File: config.mk
export PLATFORM = sky130hd
export DESIGN_NAME = lock_gated_proportional_guidance
export DESIGN_NICKNAME = d
export VERILOG_FILES = /design/src/rtl/core/lgpg_pkg.sv /design/src/rtl/core/lock_gated_proportional_guidance.sv
export VERILOG_INCLUDE_DIRS = /design/src /design/src/rtl/core
export SDC_FILE = /design/constraint.sdc
export NUM_CORES = 2
export LEC_CHECK = 0
export BUFFER_PORTS_ARGS = -buffer_cell sky130_fd_sc_hd__buf_2
export CAP_MARGIN = 10
export CORE_MARGIN = 2
export CORE_UTILIZATION = 30
export DETAILED_ROUTE_END_ITERATION = 8
export PLACE_DENSITY = 0.47
export SLEW_MARGIN = 5
export SYNTH_ARGS = -nofsm -noshare
export SYNTH_HDL_FRONTEND = slang
export SYNTH_SLANG_ARGS = --single-unit
export TNS_END_PERCENT = 100
File: constraint.sdc
create_clock -name clk_i -period 30 [get_ports clk_i]
set_input_delay 4.5 -clock clk_i [delete_from_list [all_inputs] [get_ports clk_i]]
set_output_delay 4.5 -clock clk_i [all_outputs]
set_load 0.01 [all_outputs]
File: src/rtl/core/lock_gated_proportional_guidance_assert.svh
// assertion macros for the guidance core
// expects clk_i and rst_ni in the scope of the module that uses them
`ifndef LOCK_GATED_PROPORTIONAL_GUIDANCE_ASSERT_SVH
`define LOCK_GATED_PROPORTIONAL_GUIDANCE_ASSERT_SVH

// same-cycle implication
`define LGPG_ASSERT_NOW(label, ante, cons, msg) \
  label: assert property (@(posedge clk_i) disable iff (!rst_ni) (ante) |-> (cons)) \
    else $error(msg);

// next-cycle implication
`define LGPG_ASSERT_NEXT(label, ante, cons, msg) \
  label: assert property (@(posedge clk_i) disable iff (!rst_ni) (ante) |=> (cons)) \
    else $error(msg);

`endif

File: src/rtl/core/lgpg_pkg.sv
// shared types and constants for the lock-gated guidance core
// no dependencies
package lgpg_pkg;

  localparam int unsigned GainW    = 16;
  localparam int unsigned LimitW   = 14;
  localparam int unsigned TimeoutW = 8;
  localparam int unsigned VelW     = 18;
  localparam int unsigned QuotW    = 17;

  localparam logic [LimitW-1:0] LimitMaxCms = 14'd10000;
  localparam logic [6:0]        CmToTenthMm = 7'd100;

  localparam logic [GainW-1:0]    GainAzReset   = 16'd100;
  localparam logic [GainW-1:0]    GainElReset   = 16'd100;
  localparam logic [LimitW-1:0]   LimitReset    = 14'd200;
  localparam logic [TimeoutW-1:0] TimeoutReset  = 8'd25;

  typedef enum logic [1:0] {
    MODE_WAITING = 2'd0,
    MODE_ACTIVE  = 2'd1,
    MODE_LOST    = 2'd2
  } mode_e;

  typedef enum logic [1:0] {
    KIND_NONE     = 2'd0,
    KIND_VELOCITY = 2'd1,
    KIND_STOP     = 2'd2
  } kind_e;

  typedef enum logic [1:0] {
    REG_GAIN_AZ = 2'd0,
    REG_GAIN_EL = 2'd1,
    REG_LIMIT   = 2'd2,
    REG_TIMEOUT = 2'd3
  } reg_e;

endpackage

File: src/rtl/core/lock_gated_proportional_guidance.sv
// lock-gated proportional guidance core: lock decode, engage/timeout control and a
// bit-serial velocity datapath (multiply, square, root, divide); uses lgpg_pkg
//
//  channel  | signals                              | moves
//  ---------+--------------------------------------+-------------------------------
//  input    | in_valid_i / in_ready_o              | one period word (frame or not)
//  output   | out_valid_o / out_ready_i            | one result word per input word
//  config   | psel/penable/pwrite/paddr/pwdata     | 32-bit register writes, reads
//
// a word that needs no velocity goes straight to the done state; with velocity it runs the
// one-bit-per-cycle multiply, square and divide loops, and the root and scale loops
// too when the speed cap applies. one word is in work at a time; a finished word waits
// in the output register while the next word is accepted. reset leaves guidance
// disengaged, mode waiting and the idle count saturated.
module lock_gated_proportional_guidance (
  input  logic        clk_i,
  input  logic        rst_ni,
  input  logic        in_valid_i,
  output logic        in_ready_o,
  input  logic        func_i,
  input  logic [15:0] status_word_i,
  input  logic signed [15:0] offset_azimuth_i,
  input  logic signed [15:0] offset_elevation_i,
  input  logic        vehicle_ready_i,
  input  logic        position_valid_i,
  output logic        out_valid_o,
  input  logic        out_ready_i,
  output logic signed [17:0] velocity_x_mms_o,
  output logic signed [17:0] velocity_y_mms_o,
  output logic [1:0]  mode_o,
  output logic        active_o,
  output logic        locked_o,
  output logic [1:0]  setpoint_kind_o,
  input  logic        psel,
  input  logic        penable,
  input  logic        pwrite,
  input  logic [3:0]  paddr,
  input  logic [31:0] pwdata,
  output logic [31:0] prdata,
  output logic        pready
);

  typedef enum logic [2:0] {
    ST_IDLE, ST_MUL, ST_SQR, ST_CMP, ST_ROOT, ST_SCALE, ST_DIV, ST_DONE
  } state_e;

  state_e state_q, state_d;
  logic [4:0]  cnt_q, cnt_d;

  logic [15:0] gain_az_q, gain_az_d, gain_el_q, gain_el_d;
  logic [13:0] limit_q, limit_d;
  logic [7:0]  timeout_q, timeout_d;

  logic engaged_q, engaged_d, stop_q, stop_d, lock_q, lock_d, calc_q, calc_d;
  lgpg_pkg::mode_e mode_q, mode_d;
  lgpg_pkg::kind_e kind_q, kind_d;
  logic [7:0]  idle_q, idle_d;
  logic [17:0] velx_q, velx_d, vely_q, vely_d;

  logic        negx_q, negx_d, negy_q, negy_d;
  logic [15:0] absel_q, absel_d, absaz_q, absaz_d;
  logic [31:0] ax_q, ax_d, ay_q, ay_d, sx_q, sx_d, sy_q, sy_d;
  logic [63:0] sum_q, sum_d, res_q, res_d, one_q, one_d;
  logic [19:0] lim_q, lim_d, lsh_q, lsh_d;
  logic [51:0] numx_q, numx_d, numy_q, numy_d, dsh_q, dsh_d;
  logic [16:0] qx_q, qx_d, qy_q, qy_d;

  logic        out_valid_q, out_valid_d;
  logic [17:0] ovx_q, ovx_d, ovy_q, ovy_d;
  logic [1:0]  omode_q, omode_d, okind_q, okind_d;
  logic        oact_q, oact_d, olock_q, olock_d;

  logic        cfg_wr;
  logic [1:0]  ls;
  logic        lock_in, eng_c, sp_c, zero_c, calc_c;
  logic [7:0]  idle_c;
  lgpg_pkg::mode_e mode_c;
  lgpg_pkg::kind_e kind_c;
  logic [13:0] lim_sat;
  logic [39:0] lsq;
  logic [63:0] root_trial;
  logic [35:0] den;
  logic [17:0] vx_fin, vy_fin;

  assign cfg_wr     = psel && penable && pwrite;
  assign pready     = 1'b1;
  assign in_ready_o = (state_q == ST_IDLE);

  always_comb begin
    unique case (lgpg_pkg::reg_e'(paddr[3:2]))
      lgpg_pkg::REG_GAIN_AZ: prdata = {16'd0, gain_az_q};
      lgpg_pkg::REG_GAIN_EL: prdata = {16'd0, gain_el_q};
      lgpg_pkg::REG_LIMIT:   prdata = {18'd0, limit_q};
      lgpg_pkg::REG_TIMEOUT: prdata = {24'd0, timeout_q};
      default:               prdata = 32'd0;
    endcase
  end

  // period control, evaluated on the accepted word
  always_comb begin
    ls      = status_word_i[10:9];
    lock_in = (ls == 2'b01) || (ls == 2'b10);
    eng_c   = engaged_q;
    sp_c    = stop_q;
    mode_c  = mode_q;
    zero_c  = 1'b0;
    calc_c  = 1'b0;
    if (func_i) begin
      idle_c = 8'd0;
      if (lock_in && !eng_c) begin
        if (vehicle_ready_i && position_valid_i) begin
          eng_c  = 1'b1;
          mode_c = lgpg_pkg::MODE_ACTIVE;
        end
      end else if (!lock_in && eng_c) begin
        eng_c  = 1'b0;
        sp_c   = 1'b0;
        zero_c = 1'b1;
        mode_c = lgpg_pkg::MODE_LOST;
      end
      if (eng_c) begin
        calc_c = 1'b1;
        sp_c   = 1'b1;
      end
    end else begin
      idle_c = (idle_q == 8'hFF) ? idle_q : idle_q + 8'd1;
    end
    if (idle_c >= timeout_q) begin
      if (eng_c) begin
        eng_c  = 1'b0;
        sp_c   = 1'b0;
        zero_c = 1'b1;
        calc_c = 1'b0;
      end
      mode_c = lgpg_pkg::MODE_WAITING;
    end
    if (eng_c) begin
      kind_c = lgpg_pkg::KIND_VELOCITY;
    end else if (sp_c) begin
      kind_c = lgpg_pkg::KIND_STOP;
      sp_c   = 1'b0;
    end else begin
      kind_c = lgpg_pkg::KIND_NONE;
    end
  end

  assign lim_sat    = (limit_q > lgpg_pkg::LimitMaxCms) ? lgpg_pkg::LimitMaxCms : limit_q;
  assign lsq        = lim_q * lim_q;
  assign root_trial = res_q + one_q;
  assign den        = {1'b0, res_q[31:0], 3'b000} + {3'b000, res_q[31:0], 1'b0};
  assign vx_fin     = negx_q ? 18'(-{1'b0, qx_q}) : {1'b0, qx_q};
  assign vy_fin     = negy_q ? 18'(-{1'b0, qy_q}) : {1'b0, qy_q};

  always_comb begin
    state_d   = state_q;
    cnt_d     = cnt_q;
    gain_az_d = gain_az_q;
    gain_el_d = gain_el_q;
    limit_d   = limit_q;
    timeout_d = timeout_q;
    engaged_d = engaged_q;
    stop_d    = stop_q;
    lock_d    = lock_q;
    calc_d    = calc_q;
    mode_d    = mode_q;
    kind_d    = kind_q;
    idle_d    = idle_q;
    velx_d    = velx_q;
    vely_d    = vely_q;
    negx_d    = negx_q;
    negy_d    = negy_q;
    absel_d   = absel_q;
    absaz_d   = absaz_q;
    ax_d      = ax_q;
    ay_d      = ay_q;
    sx_d      = sx_q;
    sy_d      = sy_q;
    sum_d     = sum_q;
    res_d     = res_q;
    one_d     = one_q;
    lim_d     = lim_q;
    lsh_d     = lsh_q;
    numx_d    = numx_q;
    numy_d    = numy_q;
    dsh_d     = dsh_q;
    qx_d      = qx_q;
    qy_d      = qy_q;
    out_valid_d = out_valid_q;
    ovx_d     = ovx_q;
    ovy_d     = ovy_q;
    omode_d   = omode_q;
    okind_d   = okind_q;
    oact_d    = oact_q;
    olock_d   = olock_q;

    if (cfg_wr) begin
      unique case (lgpg_pkg::reg_e'(paddr[3:2]))
        lgpg_pkg::REG_GAIN_AZ: gain_az_d = pwdata[15:0];
        lgpg_pkg::REG_GAIN_EL: gain_el_d = pwdata[15:0];
        lgpg_pkg::REG_LIMIT:   limit_d   = pwdata[13:0];
        lgpg_pkg::REG_TIMEOUT: timeout_d = pwdata[7:0];
        default: ;
      endcase
    end

    if (out_valid_q && out_ready_i) out_valid_d = 1'b0;

    unique case (state_q)
      ST_IDLE: begin
        if (in_valid_i) begin
          engaged_d = eng_c;
          stop_d    = sp_c;
          mode_d    = mode_c;
          kind_d    = kind_c;
          idle_d    = idle_c;
          calc_d    = calc_c;
          if (func_i) lock_d = lock_in;
          if (zero_c) begin
            velx_d = '0;
            vely_d = '0;
          end
          negx_d  = !offset_elevation_i[15] && (offset_elevation_i != 16'sd0);
          negy_d  = !offset_azimuth_i[15] && (offset_azimuth_i != 16'sd0);
          absel_d = offset_elevation_i[15] ? 16'(-offset_elevation_i) : offset_elevation_i;
          absaz_d = offset_azimuth_i[15] ? 16'(-offset_azimuth_i) : offset_azimuth_i;
          ax_d    = '0;
          ay_d    = '0;
          lim_d   = 20'(lim_sat * lgpg_pkg::CmToTenthMm);
          cnt_d   = 5'd15;
          state_d = calc_c ? ST_MUL : ST_DONE;
        end
      end
      ST_MUL: begin
        // offsets times gains, offset bits msb first
        ax_d    = {ax_q[30:0], 1'b0} + (absel_q[15] ? {16'd0, gain_el_q} : 32'd0);
        ay_d    = {ay_q[30:0], 1'b0} + (absaz_q[15] ? {16'd0, gain_az_q} : 32'd0);
        absel_d = {absel_q[14:0], 1'b0};
        absaz_d = {absaz_q[14:0], 1'b0};
        cnt_d   = cnt_q - 5'd1;
        if (cnt_q == 5'd0) begin
          sx_d    = ax_d;
          sy_d    = ay_d;
          sum_d   = '0;
          cnt_d   = 5'd31;
          state_d = ST_SQR;
        end
      end
      ST_SQR: begin
        sum_d = {sum_q[62:0], 1'b0} + (sx_q[31] ? {32'd0, ax_q} : 64'd0)
              + (sy_q[31] ? {32'd0, ay_q} : 64'd0);
        sx_d  = {sx_q[30:0], 1'b0};
        sy_d  = {sy_q[30:0], 1'b0};
        cnt_d = cnt_q - 5'd1;
        if (cnt_q == 5'd0) state_d = ST_CMP;
      end
      ST_CMP: begin
        if (sum_q > {24'd0, lsq}) begin
          res_d   = '0;
          one_d   = 64'h4000_0000_0000_0000;
          cnt_d   = 5'd31;
          state_d = ST_ROOT;
        end else begin
          // within the cap: plain divide by ten
          numx_d  = {20'd0, ax_q};
          numy_d  = {20'd0, ay_q};
          dsh_d   = {16'd0, 36'd10} << 16;
          qx_d    = '0;
          qy_d    = '0;
          cnt_d   = 5'd16;
          state_d = ST_DIV;
        end
      end
      ST_ROOT: begin
        // bitwise square root of the sum, taking the radicand two bits at a time
        if (sum_q >= root_trial) begin
          sum_d = sum_q - root_trial;
          res_d = (res_q >> 1) + one_q;
        end else begin
          res_d = res_q >> 1;
        end
        one_d = one_q >> 2;
        cnt_d = cnt_q - 5'd1;
        if (cnt_q == 5'd0) begin
          numx_d  = '0;
          numy_d  = '0;
          lsh_d   = lim_q;
          cnt_d   = 5'd19;
          state_d = ST_SCALE;
        end
      end
      ST_SCALE: begin
        numx_d = {numx_q[50:0], 1'b0} + (lsh_q[19] ? {20'd0, ax_q} : 52'd0);
        numy_d = {numy_q[50:0], 1'b0} + (lsh_q[19] ? {20'd0, ay_q} : 52'd0);
        lsh_d  = {lsh_q[18:0], 1'b0};
        cnt_d  = cnt_q - 5'd1;
        if (cnt_q == 5'd0) begin
          dsh_d   = {den, 16'd0};
          qx_d    = '0;
          qy_d    = '0;
          cnt_d   = 5'd16;
          state_d = ST_DIV;
        end
      end
      ST_DIV: begin
        // restoring divide, one quotient bit per cycle for both axes
        if (numx_q >= dsh_q) begin
          numx_d = numx_q - dsh_q;
          qx_d   = {qx_q[15:0], 1'b1};
        end else begin
          qx_d   = {qx_q[15:0], 1'b0};
        end
        if (numy_q >= dsh_q) begin
          numy_d = numy_q - dsh_q;
          qy_d   = {qy_q[15:0], 1'b1};
        end else begin
          qy_d   = {qy_q[15:0], 1'b0};
        end
        dsh_d = dsh_q >> 1;
        cnt_d = cnt_q - 5'd1;
        if (cnt_q == 5'd0) state_d = ST_DONE;
      end
      ST_DONE: begin
        if (!out_valid_q || out_ready_i) begin
          if (calc_q) begin
            velx_d = vx_fin;
            vely_d = vy_fin;
            ovx_d  = vx_fin;
            ovy_d  = vy_fin;
          end else begin
            ovx_d  = velx_q;
            ovy_d  = vely_q;
          end
          omode_d     = mode_q;
          okind_d     = kind_q;
          oact_d      = engaged_q;
          olock_d     = lock_q;
          out_valid_d = 1'b1;
          state_d     = ST_IDLE;
        end
      end
      default: state_d = ST_IDLE;
    endcase
  end

  always_ff @(posedge clk_i or negedge rst_ni) begin
    if (!rst_ni) begin
      state_q     <= ST_IDLE;
      cnt_q       <= '0;
      gain_az_q   <= lgpg_pkg::GainAzReset;
      gain_el_q   <= lgpg_pkg::GainElReset;
      limit_q     <= lgpg_pkg::LimitReset;
      timeout_q   <= lgpg_pkg::TimeoutReset;
      engaged_q   <= 1'b0;
      stop_q      <= 1'b0;
      lock_q      <= 1'b0;
      calc_q      <= 1'b0;
      mode_q      <= lgpg_pkg::MODE_WAITING;
      kind_q      <= lgpg_pkg::KIND_NONE;
      idle_q      <= 8'hFF;
      velx_q      <= '0;
      vely_q      <= '0;
      out_valid_q <= 1'b0;
    end else begin
      state_q     <= state_d;
      cnt_q       <= cnt_d;
      gain_az_q   <= gain_az_d;
      gain_el_q   <= gain_el_d;
      limit_q     <= limit_d;
      timeout_q   <= timeout_d;
      engaged_q   <= engaged_d;
      stop_q      <= stop_d;
      lock_q      <= lock_d;
      calc_q      <= calc_d;
      mode_q      <= mode_d;
      kind_q      <= kind_d;
      idle_q      <= idle_d;
      velx_q      <= velx_d;
      vely_q      <= vely_d;
      out_valid_q <= out_valid_d;
    end
  end

  always_ff @(posedge clk_i) begin
    negx_q  <= negx_d;
    negy_q  <= negy_d;
    absel_q <= absel_d;
    absaz_q <= absaz_d;
    ax_q    <= ax_d;
    ay_q    <= ay_d;
    sx_q    <= sx_d;
    sy_q    <= sy_d;
    sum_q   <= sum_d;
    res_q   <= res_d;
    one_q   <= one_d;
    lim_q   <= lim_d;
    lsh_q   <= lsh_d;
    numx_q  <= numx_d;
    numy_q  <= numy_d;
    dsh_q   <= dsh_d;
    qx_q    <= qx_d;
    qy_q    <= qy_d;
    ovx_q   <= ovx_d;
    ovy_q   <= ovy_d;
    omode_q <= omode_d;
    okind_q <= okind_d;
    oact_q  <= oact_d;
    olock_q <= olock_d;
  end

  assign out_valid_o      = out_valid_q;
  assign velocity_x_mms_o = ovx_q;
  assign velocity_y_mms_o = ovy_q;
  assign mode_o           = omode_q;
  assign active_o         = oact_q;
  assign locked_o         = olock_q;
  assign setpoint_kind_o  = okind_q;

`include "lock_gated_proportional_guidance_assert.svh"

  `LGPG_ASSERT_NOW(a_vel_kind_active, out_valid_q && (okind_q == lgpg_pkg::KIND_VELOCITY), oact_q, "velocity word while not engaged")
  `LGPG_ASSERT_NOW(a_idle_zero_vel, out_valid_q && !oact_q, (ovx_q == 18'd0) && (ovy_q == 18'd0), "nonzero velocity while not engaged")
  `LGPG_ASSERT_NEXT(a_busy_after_accept, in_valid_i && in_ready_o, !in_ready_o, "accepted a word while one is in work")

endmodule
**Yosys cells after proc, flatten, opt, wreduce, memory -nomap -nowiden**

Cells that the tools add are included.
Widths: inputs -> output; s select.

- $add $sub $neg: 18
- Multipliers: 2
- $lt $le $gt $ge: 6
- Equality and inequality tests: 27
- Muxes and demuxes: 107
- Reduce and logical (&&, ||, !) cells: 51

Operators with widths:

| kind | number |
|---|---|
| $pmux 52 s4 | 2 |
| $mux 52 | 7 |
| $mux 64 | 5 |
| $pmux 32 s2 | 4 |
| $pmux 64 s2 | 2 |
| $mux 32 | 7 |
| $pmux 64 s3 | 1 |
| $pmux 52 s3 | 1 |
| $mux 18 | 8 |
| $add 64x32->64 | 2 |
| $pmux 32 s4 | 1 |
| $add 52x32->52 | 2 |
| $ge 52x52->1 | 2 |
| $sub 52x52->52 | 2 |
| $pmux 17 s3 | 2 |
| $mux 16 | 6 |
| $pmux 18 s2 | 2 |
| $add 32x16->32 | 2 |
| $add 63x64->64 | 1 |
| $add 64x64->64 | 1 |
| $ge 64x64->1 | 1 |
| $gt 64x40->1 | 1 |
| $pmux 16 s2 | 2 |
| $sub 64x64->64 | 1 |
| other kinds (47) | 146 |

- Register bits: 739
- Input bits: 94
- Word-level logic and storage cells: 251

**Logic depth before layout (Yosys ltp)**

- Depth after elaboration: 14
- Mapped depth: 40

**Worst setup path before layout**

No wires, ideal clock.

- Path kind: flip-flop to flip-flop
- Start point: register lim_q[6]
- End point: register one_q[0], enable pin
- Arrival time: 14.031 ns
- Data required time: 29.317 ns
- Path slack: 15.285 ns
- Cell stages (with the launch flop): 30
- Clock period less this slack: 14.715 ns
- Cells stage by stage: edfxtp_1 -> clkbuf_1 -> clkbuf_1 -> nand2_1 -> fa_1 -> inv_1 -> fa_1 -> inv_1 -> fa_1 -> fa_1 -> inv_1 -> fa_1 -> inv_1 -> fa_1 -> inv_1 -> ha_1 -> and3_1 -> a221o_1 -> a2111oi_2 -> o31ai_1 -> o41ai_1 -> o2111ai_1 -> a21oi_1 -> xor2_1 -> ha_1 -> nand4_1 -> o21a_1 -> a32oi_1 -> nand4_1 -> o21ai_0

- Cells in the longest elaborated chain, start to end: 4

Ends and longest elaborated chain:

| what | RTL line | text |
|---|---|---|
| start: declaration | lock_gated_proportional_guidance.sv:64 | `logic [19:0] lim_q, lim_d, lsh_q, lsh_d;` |
| start signal: assignment | lock_gated_proportional_guidance.sv:395 | `lim_q <= lim_d;` |
| $mul 18x18->36 | lock_gated_proportional_guidance.sv:148 | `assign lsq = lim_q * lim_q;` |
| $gt 64x40->1 | lock_gated_proportional_guidance.sv:257 | `if (sum_q > {24'd0, lsq}) begin` |
| $ne 2x2->1 (no line) | -- |  |
| $reduce_and 2->1 (no line) | -- |  |
| end signal: assignment | lock_gated_proportional_guidance.sv:394 | `one_q <= one_d;` |
| end: declaration | lock_gated_proportional_guidance.sv:63 | `logic [63:0] sum_q, sum_d, res_q, res_d, one_q, one_d;` |

No other way between the ends.
A chain may end at the register's enable or synchronous reset.

**Worst setup path after layout**

- Start point: register lim_q[11]
- End point: register dsh_q[48], enable pin

- Cells in the longest elaborated chain, start to end: 4

Ends and longest elaborated chain:

| what | RTL line | text |
|---|---|---|
| $mul 18x18->36 | lock_gated_proportional_guidance.sv:148 |  |
| $gt 64x40->1 | lock_gated_proportional_guidance.sv:257 |  |
| $ne 2x2->1 (no line) | -- |  |
| $reduce_and 3->1 (no line) | -- |  |
| end signal: assignment | lock_gated_proportional_guidance.sv:399 | `dsh_q <= dsh_d;` |
| end: declaration | lock_gated_proportional_guidance.sv:65 | `logic [51:0] numx_q, numx_d, numy_q, numy_d, dsh_q, dsh_d;` |

No other way between the ends.

==> impl_summary.md <==
Status
The flow ran to the end, and the final reports show no timing, DRC or antenna violations.

Setup path
The cell at the slowest stage of the critical path is sky130_fd_sc_hd__edfxtp_1. The slack of the worst reg-to-reg path is between 15 and 20 ns. The end point of the critical path is dsh_q[48]$_DFFE_PP_. The depth of the critical timing path with buffers and inverters included is 31.

The number of cells on the worst reg-to-reg path is 31. STA puts the critical path data required time at 30.35 ns. The highest fanout seen on the critical path is 46. In this design, the stage delay of the slowest critical-path cell is between 0.8 and 0.9 ns.

The nature of the critical path startpoint is a flip-flop. The worst register-to-register path begins at lim_q[11]$_DFFE_PP_. The category of the worst setup path capture point is a flip-flop. The cell family contributing the most delay on the critical path is compound AO/OA/AOI/OAI gates. The kind of critical path is flip-flop to flip-flop. The critical path contains buffers and inverters numbering 6 combined. The critical path starts at lim_q[11]$_DFFE_PP_. The data arrival time at the worst-slack endpoint is roughly 12 ns. The cell that appears most often on the critical path is sky130_fd_sc_hd__fa_1.

The endpoint identified for the worst register-to-register timing path is dsh_q[48]$_DFFE_PP_.

Layout
The library cells used most frequently in the layout, excluding fill and tap cells, are sky130_fd_sc_hd__nand2_1 (639), sky130_fd_sc_hd__ha_1 (598), sky130_fd_sc_hd__edfxtp_1 (589). The share of the core filled with cells in the final layout is between 30% and 40%. The library cell used most frequently in the layout, excluding fill and tap cells, is sky130_fd_sc_hd__nand2_1. From synthesis to final layout, the design area changed by 10.6%.

For this run, the post-layout net count is 8096. The fraction of layout cells with a size suffix above 1 is around 7.2%. The register area is 20600 um2. The number of filler instances in the final layout is 22400. The area of the multi-input gates is approximately 42000 um2.

Worst hold path
Counting instances, the worst hold path has a depth of 0. The path class of the tightest hold or removal check is flip-flop to flip-flop. The startpoint of the most critical hold path is lock_q$_DFFE_PN0P_.

Die
Measured along the x axis, the die boundary spans 470 um. The die extent in y is roughly 470 um. The number of placement rows is around 170. Once the floorplan was initialized, standard cells occupied ~30% of the core.

The top-level I/O count is approximately 170. The floorplan step defined a core boundary enclosing about 220000 um2. The die area is around 220000 um2.

STA
Setup violations remaining at the end of the flow were counted as 0. For the final routed database, the setup TNS stands at 0 ns. Setup repair after global routing left no endpoint under its margin. For the pin with the worst max-slew slack, the measured transition is ~1.1 ns. The setup clock skew after layout is 0.0532 ns.

The clock period minus worst slack is 12.03 ns. The final critical path takes up between 40% and 50% of the cycle. For this run, the top clock speed supported by timing is between 0.08 and 0.09 GHz. In the post-route analysis, the smallest setup slack over all paths is roughly 18 ns.

The final count of hold timing violations came to 0. The worst slew margin relative to its limit is between 20% and 30%. The number of max-slew violations in the final report was 0. The tightest hold margin is approximately 0.44 ns.

GRT
The total overflow reported by the global router is 0. Entering global routing, the biggest net connects a little under 80 pins. The first global-routing pass estimated 306000 um of wire.

In the global route stage, overall resource usage came out at 17.6%. The number of global-route vias before repair was 51600. The initial antenna violation count is 6.

Clock tree
The H-tree depth is 3. In this run the post-CTS setup repair buffer count came out at 0. Counting the buffers created by CTS gives 91. The buffer cell driving the clock tree root is sky130_fd_sc_hd__clkbuf_16.

The later pin in the worst-skew pair is clocked with a latency of roughly 0.73 ns. The clock net in this run drives a total of around 700 sinks. TritonCTS built the clock tree. Counting along the longest clock path gives a buffer depth of 3.

After clock tree synthesis, the clock-pin slew on the worst setup and hold paths is approximately 0.06 ns. Post-CTS repair changed the size of 0 cells. For this design, the CTS-stage hold fixing added 0 buffers.

Place
The setup slack after placement is 17.91 ns. Input and output buffers added on the ports amount to 121. The half-perimeter wire length after detailed placement is 153000 um. Routability-driven placement finished with a final weighted congestion of a little under 0.9.

Synth
The Yosys step of the flow raised 0 warnings. The share of the synthesized area in the top cell type is 27.2%. The number of library cell types mapped by synthesis is 88. The fraction of registers with async set or reset after synthesis is approximately 16%. Counting every instance in the synthesized netlist gives about 7100. The synthesized design spends more area on one cell type than any other, namely sky130_fd_sc_hd__edfxtp_1. The number of flops mapped to enable cells by yosys is about 590. Averaged over all synthesized cells, the footprint is just over 9 um2. The total standard cell area after synthesis is about 65000 um2. The top flip-flop cell by instance count after synthesis is sky130_fd_sc_hd__edfxtp_1. Ranked by total cell area, the synthesized netlist is headed by sky130_fd_sc_hd__edfxtp_1 (27%), sky130_fd_sc_hd__ha_1 (11%), sky130_fd_sc_hd__fa_1 (8.3%). The post-synthesis sequential element count is between 700 and 800.

The fraction of the yosys area taken by sequential cells is a little under a third.

Job
The max-cap violation count is 0.

Drt
In the routed design, unresolved DRC markers number 0. The first-pass iteration count of the detailed router is 6. After detailed routing, the average wire length per cell comes to 19.8 um.

The count of nets left with antenna violations once routing finished came out at 0. In the routed layout, each cell is associated on average with a via count of approximately 5.2. The routed design has between 150000 and 200000 um of wire.

The number of design-rule violations left by the first detailed-router iteration is 3720. The via count of the routed design is between 50000 and 60000.
area by class of cell:
| type | count | share of cell area [%] |
|---|---|---|
| flip-flops and latches | 703 | 28.5 |
| clock inverters | 56 | 0.797 |
| well taps | 2854 | 4.96 |
| clock buffers | 114 | 3.39 |
| diodes | 4 | 0.0139 |
| inverters | 554 | 2.89 |
| multi-input cells | 5590 | 57.8 |
| repair buffers | 194 | 1.60 |
layer usage:
layer | wire length (um) | GRT usage (%)
met1 | 94500 | 24.5
met5 | 0 | 0
met2 | 91700 | 28.9
met4 | 5810 | 4.90
met3 | 7770 | 1.74
Yosys cell counts (all sizes together) (62+ instances only):
| library cell | n |
|---|---|
| and3 | 91 |
| edfxtp | 589 |
| a21o | 235 |
| and2 | 285 |
| o21ai | 440 |
| ha | 598 |
| nand2 | 645 |
| mux2 | 62 |
| nand4 | 98 |
| fa | 270 |
| nor3 | 89 |
| o21bai | 86 |
| dfrtp | 94 |
| nand3 | 125 |
| nand2b | 84 |
| inv | 553 |
| xnor2 | 277 |
| o22ai | 117 |
| clkbuf | 234 |
| xor2 | 326 |
| a21oi | 452 |
| nor2 | 531 |
| nor2b | 63 |
| a31oi | 99 |
logic make-up (layout without fill, tap and decap cells):
| family | Yosys count | in the layout | synth area share [%] |
|---|---|---|---|
| DFF | 703 | 703 | 31.6 |
| AOI/OAI and AO/OA | 1851 | 1851 | 18.1 |
| xor gates and xnor gates | 603 | 603 | 8.11 |
| and+or+nand+nor | 2161 | 2161 | 16.0 |
| muxes | 90 | 90 | 1.66 |
| adders and majority gates | 868 | 868 | 19.8 |
| buffers and inverters | 821 | 918 | 4.84 |
| other | 2 | 21 | 0.0115 |
how the worst min path moves through the flow:
stage	to	slack (ns)
detailed placement	setpoint_kind_o[1]$_DFFE_PP_	0.43
global placement	locked_o$_DFFE_PP_	0.43
global route	locked_o$_DFFE_PP_	0.45
finish	locked_o$_DFFE_PP_	0.44
floorplan	mode_o[1]$_DFFE_PP_	0.42
CTS	locked_o$_DFFE_PP_	0.44
per-stage QoR:
step | std cells | area [um2]
2_1_floorplan | 7114 | 65200
4_1_cts | 10100 | 72000
3_3_place_gp | 9895 | 69000
3_5_place_dp | 9895 | 69000
6_report | 10100 | 72000
5_1_grt | 10100 | 72000
sequential cells by signal (all words and copies together) (netlist names), 14 cells and up:
register and flops:
absaz_q 16, absel_q 16, ax_q 32, ay_q 32, dsh_q 52, gain_az_q 16
gain_el_q 16, lim_q 18, limit_q 14, lsh_q 18, numx_q 52, numy_q 52
one_q 32, qx_q 17, qy_q 17, res_q 64, sum_q 64, sx_q 32
sy_q 32, velocity_x_mms_o 18, velocity_y_mms_o 18, velx_q 18, vely_q 18
Power is not shown: default switching activity piles up to over one toggle a cycle in this logic, so the estimate is an artifact.
